File: src/hdl/obsc_pkg.sv
package obsc_pkg;

  localparam int CMD_W   = 3;
  localparam int AGENT_IN_W = 6;
  localparam int STOCK_IN_W = 2;
  localparam int PRICE_W = 32;
  localparam int QTY_W   = 24;
  localparam int CASH_W  = 48;
  localparam int HOLD_W  = 32;
  localparam int TOTAL_W = 32;
  localparam int TRADES_W = 9;
  localparam int COST_W  = 56;
  localparam int FEE_W   = 32;

  localparam logic [FEE_W-1:0] FEE_KEEP_RESET = 32'd4294537799;

  localparam logic [CMD_W-1:0] CMD_LOAD_CASH = 3'd0;
  localparam logic [CMD_W-1:0] CMD_LOAD_HOLD = 3'd1;
  localparam logic [CMD_W-1:0] CMD_ADD_BID   = 3'd2;
  localparam logic [CMD_W-1:0] CMD_ADD_ASK   = 3'd3;
  localparam logic [CMD_W-1:0] CMD_MATCH     = 3'd4;
  localparam logic [CMD_W-1:0] CMD_EMPTY     = 3'd5;
  localparam logic [CMD_W-1:0] CMD_READ      = 3'd6;

  // Controller states; the datapath runs the step named by the state.
  localparam int OP_W = 6;
  localparam logic [OP_W-1:0] OP_IDLE      = 6'd0;
  localparam logic [OP_W-1:0] OP_CLR       = 6'd1;
  localparam logic [OP_W-1:0] OP_DISP      = 6'd2;
  localparam logic [OP_W-1:0] OP_LOAD_CASH = 6'd3;
  localparam logic [OP_W-1:0] OP_LOAD_HOLD = 6'd4;
  localparam logic [OP_W-1:0] OP_EMPTY     = 6'd5;
  localparam logic [OP_W-1:0] OP_NOP       = 6'd6;
  localparam logic [OP_W-1:0] OP_WAL_RD    = 6'd7;
  localparam logic [OP_W-1:0] OP_WAL_OUT   = 6'd8;
  localparam logic [OP_W-1:0] OP_INS_INIT  = 6'd9;
  localparam logic [OP_W-1:0] OP_INS_RD    = 6'd10;
  localparam logic [OP_W-1:0] OP_INS_CMP   = 6'd11;
  localparam logic [OP_W-1:0] OP_INS_PUT   = 6'd12;
  localparam logic [OP_W-1:0] OP_FULL      = 6'd13;
  localparam logic [OP_W-1:0] OP_M_INIT    = 6'd14;
  localparam logic [OP_W-1:0] OP_M_TEST    = 6'd15;
  localparam logic [OP_W-1:0] OP_M_RD      = 6'd16;
  localparam logic [OP_W-1:0] OP_M_PAIR    = 6'd17;
  localparam logic [OP_W-1:0] OP_M_COST    = 6'd18;
  localparam logic [OP_W-1:0] OP_M_CHK     = 6'd19;
  localparam logic [OP_W-1:0] OP_M_KEEP    = 6'd20;
  localparam logic [OP_W-1:0] OP_M_PAY     = 6'd21;
  localparam logic [OP_W-1:0] OP_M_SRD     = 6'd22;
  localparam logic [OP_W-1:0] OP_M_SPUT    = 6'd23;
  localparam logic [OP_W-1:0] OP_RD_CASH_B = 6'd24;
  localparam logic [OP_W-1:0] OP_FMAG_B    = 6'd25;
  localparam logic [OP_W-1:0] OP_FHI_B     = 6'd26;
  localparam logic [OP_W-1:0] OP_FLO_B     = 6'd27;
  localparam logic [OP_W-1:0] OP_FPUT_B    = 6'd28;
  localparam logic [OP_W-1:0] OP_RD_CASH_S = 6'd29;
  localparam logic [OP_W-1:0] OP_FMAG_S    = 6'd30;
  localparam logic [OP_W-1:0] OP_FHI_S     = 6'd31;
  localparam logic [OP_W-1:0] OP_FLO_S     = 6'd32;
  localparam logic [OP_W-1:0] OP_FPUT_S    = 6'd33;
  localparam logic [OP_W-1:0] OP_RD_HOLD_B = 6'd34;
  localparam logic [OP_W-1:0] OP_HPUT_B    = 6'd35;
  localparam logic [OP_W-1:0] OP_RD_HOLD_S = 6'd36;
  localparam logic [OP_W-1:0] OP_HPUT_S    = 6'd37;
  localparam logic [OP_W-1:0] OP_M_ADV     = 6'd38;
  localparam logic [OP_W-1:0] OP_BC_TEST   = 6'd39;
  localparam logic [OP_W-1:0] OP_BC_RD     = 6'd40;
  localparam logic [OP_W-1:0] OP_BC_WR     = 6'd41;
  localparam logic [OP_W-1:0] OP_AC_TEST   = 6'd42;
  localparam logic [OP_W-1:0] OP_AC_RD     = 6'd43;
  localparam logic [OP_W-1:0] OP_AC_WR     = 6'd44;
  localparam logic [OP_W-1:0] OP_M_END     = 6'd45;

  typedef struct packed {
    logic [OP_W-1:0] op;
    logic            load;
  } ctrl_cmd_t;

  typedef struct packed {
    logic [CMD_W-1:0] cmd;
    logic             side_full;
    logic             side_empty;
    logic             ins_shift;
    logic             p_is_one;
    logic             loop_more;
    logic             trade_ok;
    logic             bid_more;
    logic             ask_more;
    logic             clr_last;
  } dp_status_t;

endpackage

File: src/hdl/obsc_ctrl.sv
module obsc_ctrl (
  input  logic                clk,
  input  logic                rst,
  input  logic                start,
  input  obsc_pkg::dp_status_t st,
  output obsc_pkg::ctrl_cmd_t  cmd,
  output logic                busy
);

  logic [obsc_pkg::OP_W-1:0] state;
  logic [obsc_pkg::OP_W-1:0] state_next;

  assign busy     = (state != obsc_pkg::OP_IDLE);
  assign cmd.op   = state;
  assign cmd.load = (state == obsc_pkg::OP_IDLE) && start;

  always_comb begin
    state_next = state;
    case (state)
      obsc_pkg::OP_CLR:      if (st.clr_last) state_next = obsc_pkg::OP_IDLE;
      obsc_pkg::OP_IDLE:     if (start) state_next = obsc_pkg::OP_DISP;
      obsc_pkg::OP_DISP: begin
        case (st.cmd)
          obsc_pkg::CMD_LOAD_CASH: state_next = obsc_pkg::OP_LOAD_CASH;
          obsc_pkg::CMD_LOAD_HOLD: state_next = obsc_pkg::OP_LOAD_HOLD;
          obsc_pkg::CMD_ADD_BID:   state_next = obsc_pkg::OP_INS_INIT;
          obsc_pkg::CMD_ADD_ASK:   state_next = obsc_pkg::OP_INS_INIT;
          obsc_pkg::CMD_MATCH:     state_next = obsc_pkg::OP_M_INIT;
          obsc_pkg::CMD_EMPTY:     state_next = obsc_pkg::OP_EMPTY;
          obsc_pkg::CMD_READ:      state_next = obsc_pkg::OP_WAL_RD;
          default:                 state_next = obsc_pkg::OP_NOP;
        endcase
      end
      obsc_pkg::OP_WAL_RD:   state_next = obsc_pkg::OP_WAL_OUT;
      obsc_pkg::OP_INS_INIT: begin
        if (st.side_full) state_next = obsc_pkg::OP_FULL;
        else if (st.side_empty) state_next = obsc_pkg::OP_INS_PUT;
        else state_next = obsc_pkg::OP_INS_RD;
      end
      obsc_pkg::OP_INS_RD:   state_next = obsc_pkg::OP_INS_CMP;
      obsc_pkg::OP_INS_CMP: begin
        if (st.ins_shift && !st.p_is_one) state_next = obsc_pkg::OP_INS_RD;
        else state_next = obsc_pkg::OP_INS_PUT;
      end
      obsc_pkg::OP_M_INIT:   state_next = obsc_pkg::OP_M_TEST;
      obsc_pkg::OP_M_TEST:
        state_next = st.loop_more ? obsc_pkg::OP_M_RD : obsc_pkg::OP_BC_TEST;
      obsc_pkg::OP_M_RD:     state_next = obsc_pkg::OP_M_PAIR;
      obsc_pkg::OP_M_PAIR:   state_next = obsc_pkg::OP_M_COST;
      obsc_pkg::OP_M_COST:   state_next = obsc_pkg::OP_M_CHK;
      obsc_pkg::OP_M_CHK:
        state_next = st.trade_ok ? obsc_pkg::OP_M_PAY : obsc_pkg::OP_M_KEEP;
      obsc_pkg::OP_M_KEEP:   state_next = obsc_pkg::OP_M_TEST;
      obsc_pkg::OP_M_PAY:    state_next = obsc_pkg::OP_M_SRD;
      obsc_pkg::OP_M_SRD:    state_next = obsc_pkg::OP_M_SPUT;
      obsc_pkg::OP_M_SPUT:   state_next = obsc_pkg::OP_RD_CASH_B;
      obsc_pkg::OP_RD_CASH_B: state_next = obsc_pkg::OP_FMAG_B;
      obsc_pkg::OP_FMAG_B:   state_next = obsc_pkg::OP_FHI_B;
      obsc_pkg::OP_FHI_B:    state_next = obsc_pkg::OP_FLO_B;
      obsc_pkg::OP_FLO_B:    state_next = obsc_pkg::OP_FPUT_B;
      obsc_pkg::OP_FPUT_B:   state_next = obsc_pkg::OP_RD_CASH_S;
      obsc_pkg::OP_RD_CASH_S: state_next = obsc_pkg::OP_FMAG_S;
      obsc_pkg::OP_FMAG_S:   state_next = obsc_pkg::OP_FHI_S;
      obsc_pkg::OP_FHI_S:    state_next = obsc_pkg::OP_FLO_S;
      obsc_pkg::OP_FLO_S:    state_next = obsc_pkg::OP_FPUT_S;
      obsc_pkg::OP_FPUT_S:   state_next = obsc_pkg::OP_RD_HOLD_B;
      obsc_pkg::OP_RD_HOLD_B: state_next = obsc_pkg::OP_HPUT_B;
      obsc_pkg::OP_HPUT_B:   state_next = obsc_pkg::OP_RD_HOLD_S;
      obsc_pkg::OP_RD_HOLD_S: state_next = obsc_pkg::OP_HPUT_S;
      obsc_pkg::OP_HPUT_S:   state_next = obsc_pkg::OP_M_ADV;
      obsc_pkg::OP_M_ADV:    state_next = obsc_pkg::OP_M_TEST;
      obsc_pkg::OP_BC_TEST:
        state_next = st.bid_more ? obsc_pkg::OP_BC_RD : obsc_pkg::OP_AC_TEST;
      obsc_pkg::OP_BC_RD:    state_next = obsc_pkg::OP_BC_WR;
      obsc_pkg::OP_BC_WR:    state_next = obsc_pkg::OP_BC_TEST;
      obsc_pkg::OP_AC_TEST:
        state_next = st.ask_more ? obsc_pkg::OP_AC_RD : obsc_pkg::OP_M_END;
      obsc_pkg::OP_AC_RD:    state_next = obsc_pkg::OP_AC_WR;
      obsc_pkg::OP_AC_WR:    state_next = obsc_pkg::OP_AC_TEST;
      default:               state_next = obsc_pkg::OP_IDLE;
    endcase
  end

  always_ff @(posedge clk) begin
    if (rst) begin
      state <= obsc_pkg::OP_CLR;
    end else begin
      state <= state_next;
    end
  end

endmodule

File: config.mk
export PLATFORM = sky130hd
export DESIGN_NAME = obsc_ctrl
export DESIGN_NICKNAME = d
export VERILOG_FILES = /design/src/hdl/obsc_pkg.sv /design/src/hdl/obsc_ctrl.sv
export SDC_FILE = /design/constraint.sdc
export NUM_CORES = 1
export LEC_CHECK = 0
export BUFFER_PORTS_ARGS = -buffer_cell sky130_fd_sc_hd__buf_2
export CAP_MARGIN = 20
export CORE_MARGIN = 8
export CORE_UTILIZATION = 52
export CTS_CLUSTER_DIAMETER = 120
export DETAILED_ROUTE_END_ITERATION = 8
export HOLD_SLACK_MARGIN = 0.08
export MAX_ROUTING_LAYER = met4
export PLACE_DENSITY = 0.78
export SLEW_MARGIN = 20
export SYNTH_ARGS = -nofsm -noshare
export SYNTH_HDL_FRONTEND = slang
export SYNTH_SLANG_ARGS = --single-unit
File: constraint.sdc
create_clock -name clk -period 1.9 [get_ports clk]
set_input_delay 0.285 -clock clk [delete_from_list [all_inputs] [get_ports clk]]
set_output_delay 0.285 -clock clk [all_outputs]
set_load 0.01 [all_outputs]
Word level (Yosys, flattened, before mapping)

Index checks and enable logic that the tools add are counted.

Equal/unequal tests: 45
Mux-type cells: 11
Reductions and logical operators: 9

Operators by type and width:

| cell                 | number |
|---|---|
| $pmux W6 S36         | 1 |
| $eq A6 B5 Y1 const B | 16 |
| $eq A6 B6 Y1 const B | 13 |
| $eq A6 B4 Y1 const B | 5 |
| $pmux W4 S6          | 1 |
| $mux W6              | 3 |
| $mux W3              | 4 |
| $eq A3 B3 Y1 const B | 3 |
| $eq A3 B2 Y1 const B | 2 |
| $eq A6 B1 Y1 const B | 1 |
| $eq A6 B2 Y1 const B | 1 |
| $eq A6 B3 Y1 const B | 1 |
| $logic_not A6 Y1     | 1 |
| $reduce_bool A6 Y1   | 1 |
| $ne A2 B2 Y1 const B | 2 |
| $eq A3 B1 Y1 const B | 1 |
| $logic_not A3 Y1     | 1 |
| $reduce_or A3 Y1     | 1 |
| $logic_and A1 B1 Y1  | 2 |
| $mux W2              | 1 |
| $reduce_and A2 Y1    | 1 |
| $reduce_or A2 Y1     | 1 |
| $logic_not A1 Y1     | 1 |
| $mux W1              | 1 |

Bits in registers: 6
Input bits: 15
Word-level logic and storage cells: 66

Depth between registers and ports, before layout

Gate-level depths: netlist of run 1.

Depth in word-level cells: 4
Mapped depth: 7

Worst setup path after synthesis of run 1

Ideal clock, no wire load.

Path type: register -> register
Start: register state[5] (netlist bit)
End: register state[1] (netlist bit)
Arrival: 1.360 ns
Data required time: 1.766 ns
Path slack: 0.406 ns
Stages on the path, launching flop included: 7
Path buffers: 1
Clock period less this slack: 1.494 ns
Cells stage by stage: dfxtp_1 > buf_2 > and4bb_2 > and2b_1 > a22o_1 > a21oi_1 > a211oi_1

Longest elaborated chain between the ends: 3
Elaborated cells on any way between the ends: 43
Classes of those cells: eq/ne: 39; mux: 1; reduce/logical: 3

RTL lines:

| what                                                       | RTL line        | source |
|---|---|---|
| start, declared                                            | obsc_ctrl.sv:10 | `logic [obsc_pkg::OP_W-1:0] state;` |
| start signal, assigned                                     | obsc_ctrl.sv:86 | `state <= obsc_pkg::OP_CLR;` |
| start signal, assigned                                     | obsc_ctrl.sv:88 | `state <= state_next;` |
| $eq A6 B6 Y1, or another cell as far along                 | obsc_ctrl.sv:19 | `case (state)` |
| $reduce_or A3 Y1 (no line) or $ne A2 B2 Y1 (tied branches) | --              |  |
| $pmux W6 S36 or $reduce_and A2 Y1 (tied branches)          | --              |  |

Parallel ways exist; a longest one is shown, timed or not.
A chain may end at the register's enable or synchronous reset.

Worst setup path in the final report of run 1

Start: register state[2] (netlist bit)
End: register state[2] (netlist bit)

The elaborated chain is that of the path after synthesis.

==> results of run 1 <==
logic make-up after synthesis:
logic type,synth area share
and+or+nand+nor,0.403
AOI/OAI and AO/OA,0.334
buffers and inverters,0.0894
DFF,0.132
xor gates and xnor gates,0.0193
muxes,0.0220
final timing paths:
kind	startpoint	to	slack, ns
min reg2reg	state[1]$_SDFFE_PP0P_	state[2]$_SDFFE_PP0P_	0.79
max reg2reg	state[2]$_SDFFE_PP0P_	state[2]$_SDFFE_PP0P_	0.10
max	state[2]$_SDFFE_PP0P_	state[2]$_SDFFE_PP0P_	0.10
min	rst	state[3]$_SDFFE_PP0P_	0.23
area by class of cell:
cell class,count,area (um2),area share
Multi-Input combinational cell,117,711,0.638
Timing Repair Buffer,38,230,0.207
Sequential cell,6,121,0.109
Clock buffer,3,22.5,0.0202
Tap cell,17,21.3,0.0191
Inverter,2,7.51,0.00674
per-stage QoR:
stage	util	area [um2]	setup WS [ns]
floorplan	-	910	0.406
global placement	0.644	1090	0.113
detailed placement	0.644	1090	0.0964
CTS	0.657	1110	0.00404
global route	0.659	1110	0.00293
finish	0.659	1110	0.102
power breakdown:
group          switching [mW]  total (mW)  internal (mW)  leakage (nW)
clock network          0.0500       0.122         0.0717        0.0138
registers             0.00477       0.134          0.129        0.0492
logic                  0.0556       0.102         0.0467         0.414
layout by cell type, fill, tap and decap left out, types with 3 or more instances in the layout:
cell,n
a211oi_1,4
a21oi_1,14
a32oi_1,4
and2b_1,3
buf_2,22
buf_4,16
clkbuf_4,3
dfxtp_1,5
nand2_1,10
nand2b_1,6
nand3_1,7
nor2_1,10
nor2b_1,9
nor3_1,3
nor4_1,3
o21ai_0,8
o21ai_1,6
cell usage after synthesis, types with 3 or more instances:
| cell | count | area (um2) |
|---|---|---|
| o21ai_1 | 6 | 30.0 |
| buf_2 | 8 | 40.0 |
| nor4_1 | 3 | 18.8 |
| dfxtp_1 | 6 | 120 |
| nand2_1 | 10 | 37.5 |
| nor2b_1 | 9 | 56.3 |
| nand3_1 | 7 | 35.0 |
| a211oi_1 | 4 | 30.0 |
| nand2b_1 | 6 | 37.5 |
| a21oi_1 | 14 | 70.1 |
| and2b_1 | 3 | 22.5 |
| nor2_1 | 11 | 41.3 |
| nor3_1 | 3 | 15.0 |
| o21ai_0 | 8 | 40.0 |
| a32oi_1 | 4 | 35.0 |
metal layers:
| layer | part of all wire | vias up | global-route usage |
|---|---|---|---|
| met4 | 0.020 | 0 | 0.101 |
| li1 | - | 564 | - |
| met5 | 0 | - | - |
| met1 | 0.44 | 514 | 0.226 |
| met3 | 0.058 | 4 | 0.00883 |
| met2 | 0.48 | 44 | 0.307 |
timing repair:
action / 4_1_cts / 5_1_grt
endpoints found under the setup margin: 0 / 5
resized for setup: 0 / 2
setup buffers: 0 / 0
==> results.toml, run 1 <==
[worst_setup_path]
critPathMaxFanout = 19
start_kind = "register"
path_class = "reg -> reg"
cp_slowest_cell = "dfxtp_1"
critPathTopFamily = "flip-flops"
arrival_ns = 1.92
slowest_delay_ns = 0.72
worst-r2r-cell-count = 5
worstPathCellList = "and3b_1, a21oi_1, o22ai_1, nor4_1, a211oi_1"
required_ns = 2.02
path_depth = 5
end_kind = "register"
cp_num_buf_inv = 0

[clock_tree]
cts_buffer_depth = 2
ctsHtreeMaxLevel = 1
cts_buffers = 3
cts_hold_buf = 0
clock_sink_count = 6
path_clk_slew_ns = 0.04
cts_tree = "yes"
clock-root-buffer = "clkbuf_4"
insertion_delay_ns = 0.25

[floorplan]
row_count = 15
die_w_um = 57.8
fp.coreArea_um2 = 1690
initial_core_util = 0.539
dieArea_um2 = 3340
die_y_um = 57.8
num_io_pins = 23

[sta]
fmaxAchievable_ghz = 0.556
finalCritPeriodShare = 0.946
rsz0062_at_grt = "false"
tns_ns = 0
hold_ws_ns = 0.233
finalSetupViolCount = 0
worst_slew_pin_slew_ns = 0.638
slew_headroom = 0.574
slew_viol_final = 0
finalHoldViolCount = 0
fin_skew_ns = 0.000769
min_period_ns = 1.80

[job]
cap_violations = 0

[finish]
n_fill_cell = 161
regMostFlops = "state"
largest_registers = "state x6"
stdcell_count = 183
areaGrowthSynthToFinish_pct = 22.4
antenna_cells = 0
drive_gt1_frac = 0.289
num-nets-final = 183
largest_register_ffs = 6

[synthesis]
synth.ff_latch_count = 6
synth.net_count = 152
syn_avg_cell_area_um2 = 6.64
yosys_most_used_dff = "dfxtp_1"
async_reset_ff_frac = 0
synth_edf_count = 0
synth.distinct_cells = 42
postSynthCellCount = 137
syn-cell-area_um2 = 910
synth_warnings = 0
ys_seq_area_frac = 0.132

[power]
p_total_mw = 0.358
vdd_drop_max_mv = 0.167
p_leak_nw = 0.477
p_per_area_nw_per_um2 = 321

[detailed_routing]
drt_wl_total_um = 2870
vias_per_cell = 6.15
drtIter0Drc = 56
num_vias = 1126
drtPass1Iterations = 5
postRouteAntennaNets = 0
wl_per_cell_um = 15.7
drc_errors = 0

[global_route]
antenna_found_initial = 0
grt-ovfl-total = 0
grt_pass1_vias = 1043
grt_pass1_wl_um = 4870
grtUsageTotal = 0.188
grt_max_degree = 22

[hold_path]
holdPathStages = 2
min_path_type = "in -> reg"

[place]
dp_hpwl_um = 2210
place.gp.congestion = 0.940
portBuffers = 22
dpl.cell_count = 180

[outcome]
status = "complete, no violations"
(Power assumes the default switching activity.)
==> run 2, diff against run 1 <==
CORE_ASPECT_RATIO = 1.1   (was not set)
==> results.toml, run 2 (same netlist as run 1, synthesis figures left out) <==
[worst_setup_path]
start_kind = "register"
required_ns = 1.62
arrival_ns = 1.52
path_class = "reg -> out"
end_kind = "primary output"
critPathMaxFanout = 22

[sta]
worst_slew_pin_slew_ns = 0.440
min_period_ns = 1.81
fmaxAchievable_ghz = 0.554
fin_skew_ns = 0.000871
slew_headroom = 0.705
slew_viol_final = 0
hold_ws_ns = 0.233
finalSetupViolCount = 0
tns_ns = 0
rsz0062_at_grt = "false"
finalHoldViolCount = 0
finalCritPeriodShare = 0.950

[power]
p_per_area_nw_per_um2 = 330
p_int_mw = 0.249
power_frac_comb = 0.303
p_sw_frac = 0.303
p_clk_frac = 0.326
p_total_mw = 0.357
vdd_drop_max_mv = 0.189
pwr-share-seq = 0.371
p_leak_nw = 0.452
power.switching_mw = 0.108

[finish]
drive_gt1_frac = 0.269
final_cell_mix = "buf_2, a21oi_1, nor2_1, nand2_1"
num-nets-final = 177
antenna_cells = 0
final_common_cell = "buf_2"
largest_registers = "state x6"
regMostFlops = "state"
largest_register_ffs = 6
areaGrowthSynthToFinish_pct = 19.1
finish.instance_area_um2 = 1080

[detailed_routing]
drt_wl_total_um = 2900
drtIter0Drc = 51
vias_per_cell = 6.35
drtPass1Iterations = 4
drc_errors = 0
postRouteAntennaNets = 0
num_vias = 1130
wl_per_cell_um = 16.3

[clock_tree]
cts_buffers = 3
clock_sink_count = 6
cts_setup_buffers = 0
insertion_delay_ns = 0.25
cts_tree = "yes"
ctsHtreeMaxLevel = 1
post_cts_resized = 0
path_clk_slew_ns = 0.04
cts_hold_buf = 0
cts_buffer_depth = 2
clock-root-buffer = "clkbuf_4"

[outcome]
status = "complete, no violations"

[global_route]
grt_pass1_wl_um = 4800
use_met3 = 0.0170
grt_max_degree = 23
met2_usage = 0.298
grt-ovfl-total = 0
grt_pass1_vias = 1117
grtUsageTotal = 0.174
busiest_layer = "met2"
grt.met1_usage = 0.201
antenna_found_initial = 0

[job]
cap_violations = 0

[place]
place.gp.congestion = 1.10
portBuffers = 22
dp_hpwl_um = 2240
dpl_cell_area_um2 = 1060

[floorplan]
row_count = 16
die_y_um = 59.9
initial_core_util = 0.528
die_w_um = 55.9
num_io_pins = 23
fp.coreArea_um2 = 1720
dieArea_um2 = 3340

[hold_path]
min_path_type = "in -> reg"
-- run 2: worst max-delay path, cell delays in order, from the launching register on --
cell	delay (ns)
dfxtp_1	0.36
buf_12	0.18
nor2_1	0.24
buf_4	0.19
nand3_1	0.08
nor2_1	0.09
buf_2	0.13
-- run 2: final cells by class --
type	instances	area (um2)
clock buffers	3	22.5
repair buffers	32	198
multi-input cells	117	711
inverters	2	7.51
flip-flops and latches	6	123
well taps	18	22.5
fillers	164	638
-- run 2: worst paths after layout --
kind                               from                    end  slack [ns]  depth (start not counted)
setup / recovery  state[0]$_SDFFE_PP1P_                 cmd[0]        0.09                          6
hold / removal                      rst  state[3]$_SDFFE_PP0P_        0.23                          2
setup reg to reg  state[4]$_SDFFE_PP0P_  state[2]$_SDFFE_PP0P_        0.17                          6
hold reg to reg   state[1]$_SDFFE_PP0P_  state[3]$_SDFFE_PP0P_        0.66                          3
-- run 2: stage by stage --
stage	utilization	setup slack, ns	std cells
after global routing	0.629	0.0387	178
after detailed placement	0.613	0.164	175
after global placement	0.613	0.149	175
after CTS	0.626	0.0719	178
final	0.629	0.0950	178
after floorplan	-	0.406	137
-- run 2: routing by layer --
layer / part of all wire / wire length (um) / vias to the layer above
li1: - / - / 549
met1: 0.38 / 1120 / 502
met2: 0.49 / 1430 / 66
met3: 0.083 / 242 / 13
met4: 0.039 / 112 / 0
met5: 0 / 0 / -
-- run 2: power by group through the flow --
stage	Combinational, mW	Clock, mW	Sequential [mW]
final	0.108	0.117	0.133
after global routing	0.119	0.122	0.133
after detailed placement	0.106	0	0.135
after floorplan	0.0617	0	0.136
after CTS	0.107	0.114	0.133
after global placement	0.105	0	0.135
==> run 3, diff against run 2 <==
CTS_BUF_LIST = sky130_fd_sc_hd__clkbuf_16   (was not set)
SLEW_MARGIN = 25   (was 20)
==> results.toml, run 3 (same netlist as run 1, synthesis figures left out) <==
[outcome]
status = "complete, no violations"

[finish]
final_cell_mix = "buf_2, a21oi_1, nor2_1, nand2_1"
antenna_cells = 0
finish.instance_area_um2 = 1140
largest_register_ffs = 6
regMostFlops = "state"
final_common_cell = "buf_2"
drive_gt1_frac = 0.269
num-nets-final = 177
largest_registers = "state x6"
areaGrowthSynthToFinish_pct = 24.9

[worst_setup_path]
path_class = "reg -> out"
r2r_slack_ns = 0.16
start_kind = "register"
critPathMaxFanout = 22
arrival_ns = 1.50
rr_startpoint = "state[4]$_SDFFE_PP0P_"
worst-r2r-cell-count = 6
end_kind = "primary output"
r2r-end = "state[2]$_SDFFE_PP0P_"
cp_num_buf_inv = 3
slowest_delay_ns = 0.36
worstPathCellList = "buf_12, nor2_1, buf_4, nand3_1, nor2_1, buf_2"
required_ns = 1.62
cp_slowest_cell = "dfxtp_1"
critPathTopFamily = "buffers and inverters"
crit_path_frequent_cell = "nor2_1"

[global_route]
grt-ovfl-total = 0
grtUsageTotal = 0.185
grt_pass1_wl_um = 4970
antenna_found_initial = 0
grt_max_degree = 23
grt_pass1_vias = 1120

[clock_tree]
cts_setup_buffers = 0
cts_buffer_depth = 2
clock-root-buffer = "clkbuf_16"
cts_buffers = 3
clock_sink_count = 6
insertion_delay_ns = 0.23
cts_tree = "yes"
path_clk_slew_ns = 0.04
cts_hold_buf = 0
ctsHtreeMaxLevel = 1

[floorplan]
fp.coreArea_um2 = 1720
row_count = 16
initial_core_util = 0.528
dieArea_um2 = 3340
die_y_um = 59.9
die_w_um = 55.9
num_io_pins = 23

[sta]
finalCritPeriodShare = 0.941
worst_slew_pin_slew_ns = 0.401
slew_viol_final = 0
finalHoldViolCount = 0
fmaxAchievable_ghz = 0.559
finalSetupViolCount = 0
slew_headroom = 0.731
tns_ns = 0
rsz0062_at_grt = "false"
fin_skew_ns = 0.00433
min_period_ns = 1.79
fin_ws_ns = 0.112

[hold_path]
hp-start = "rst"
min_path_type = "in -> reg"
min_to = "state[3]$_SDFFE_PP0P_"
holdPathStages = 2

[detailed_routing]
drtPass1Iterations = 5
num_vias = 1153
drc_errors = 0
drtIter0Drc = 44
wl_per_cell_um = 16.9
postRouteAntennaNets = 0
vias_per_cell = 6.48
drt_wl_total_um = 3010

[place]
dpl_cell_area_um2 = 1060
portBuffers = 22
dp_hpwl_um = 2240
place.gp.congestion = 1.10
place_ws_ns = 0.164

[power]
vdd_drop_max_mv = 0.316
p_leak_nw = 0.475
p_per_area_nw_per_um2 = 520

[job]
cap_violations = 0
==> run 3: changes by cell type in the layout (fill, tap and decap cells not counted) <==
| cell | change |
|---|---|
| clkbuf_16 | +3 |
| clkbuf_4 | -3 |
==> run 3: layout make-up <==
| cell class | instances | area (um2) |
|---|---|---|
| Tap cell | 18 | 22.5 |
| Fill cell | 157 | 586 |
| Timing Repair Buffer | 32 | 198 |
| Inverter | 2 | 7.51 |
| Clock buffer | 3 | 75.1 |
| Multi-Input combinational cell | 117 | 711 |
| Sequential cell | 6 | 123 |
==> run 3: worst max-delay path by stage <==
stage	start	end	cells after the start
6_report	state[0]$_SDFFE_PP1P_	cmd[0]	6
5_1_grt	state[4]$_SDFFE_PP0P_	state[2]$_SDFFE_PP0P_	6
4_1_cts	state[2]$_SDFFE_PP0P_	cmd[0]	4
3_5_place_dp	state[2]$_SDFFE_PP0P_	state[1]$_SDFFE_PP0P_	5
3_3_place_gp	state[2]$_SDFFE_PP0P_	state[2]$_SDFFE_PP0P_	5
2_1_floorplan	state[5]$_SDFFE_PP0P_	state[1]$_SDFFE_PP0P_	6
==> run 3: where the power goes <==
group	internal, mW	total, mW	switching [mW]
logic	0.0491	0.108	0.0589
clock network	0.271	0.350	0.0788
registers	0.129	0.133	0.00408
total	0.449	0.591	0.142
==> run 3: timing repair <==
item	CTS	global route
gates resized for setup	0	3
endpoints found under the hold margin	0	0
endpoints found under the setup margin	0	4
==> run 3: layer usage <==
layer  wire [um]  share of wire  GRT usage
met1        1140           0.38      0.214
met2        1520           0.50      0.308
met3         234          0.078     0.0106
met4         124          0.041      0.120
met5           0              0          -
==> run 3: metrics by stage <==
stage          power [mW]   util  hold slack, ns  instances
2_1_floorplan       0.197      -           0.354        137
3_3_place_gp        0.240  0.613           0.490        175
5_1_grt             0.606  0.660           0.269        178
4_1_cts             0.591  0.657           0.258        178
6_report            0.591  0.660           0.255        178
3_5_place_dp        0.241  0.613           0.498        175
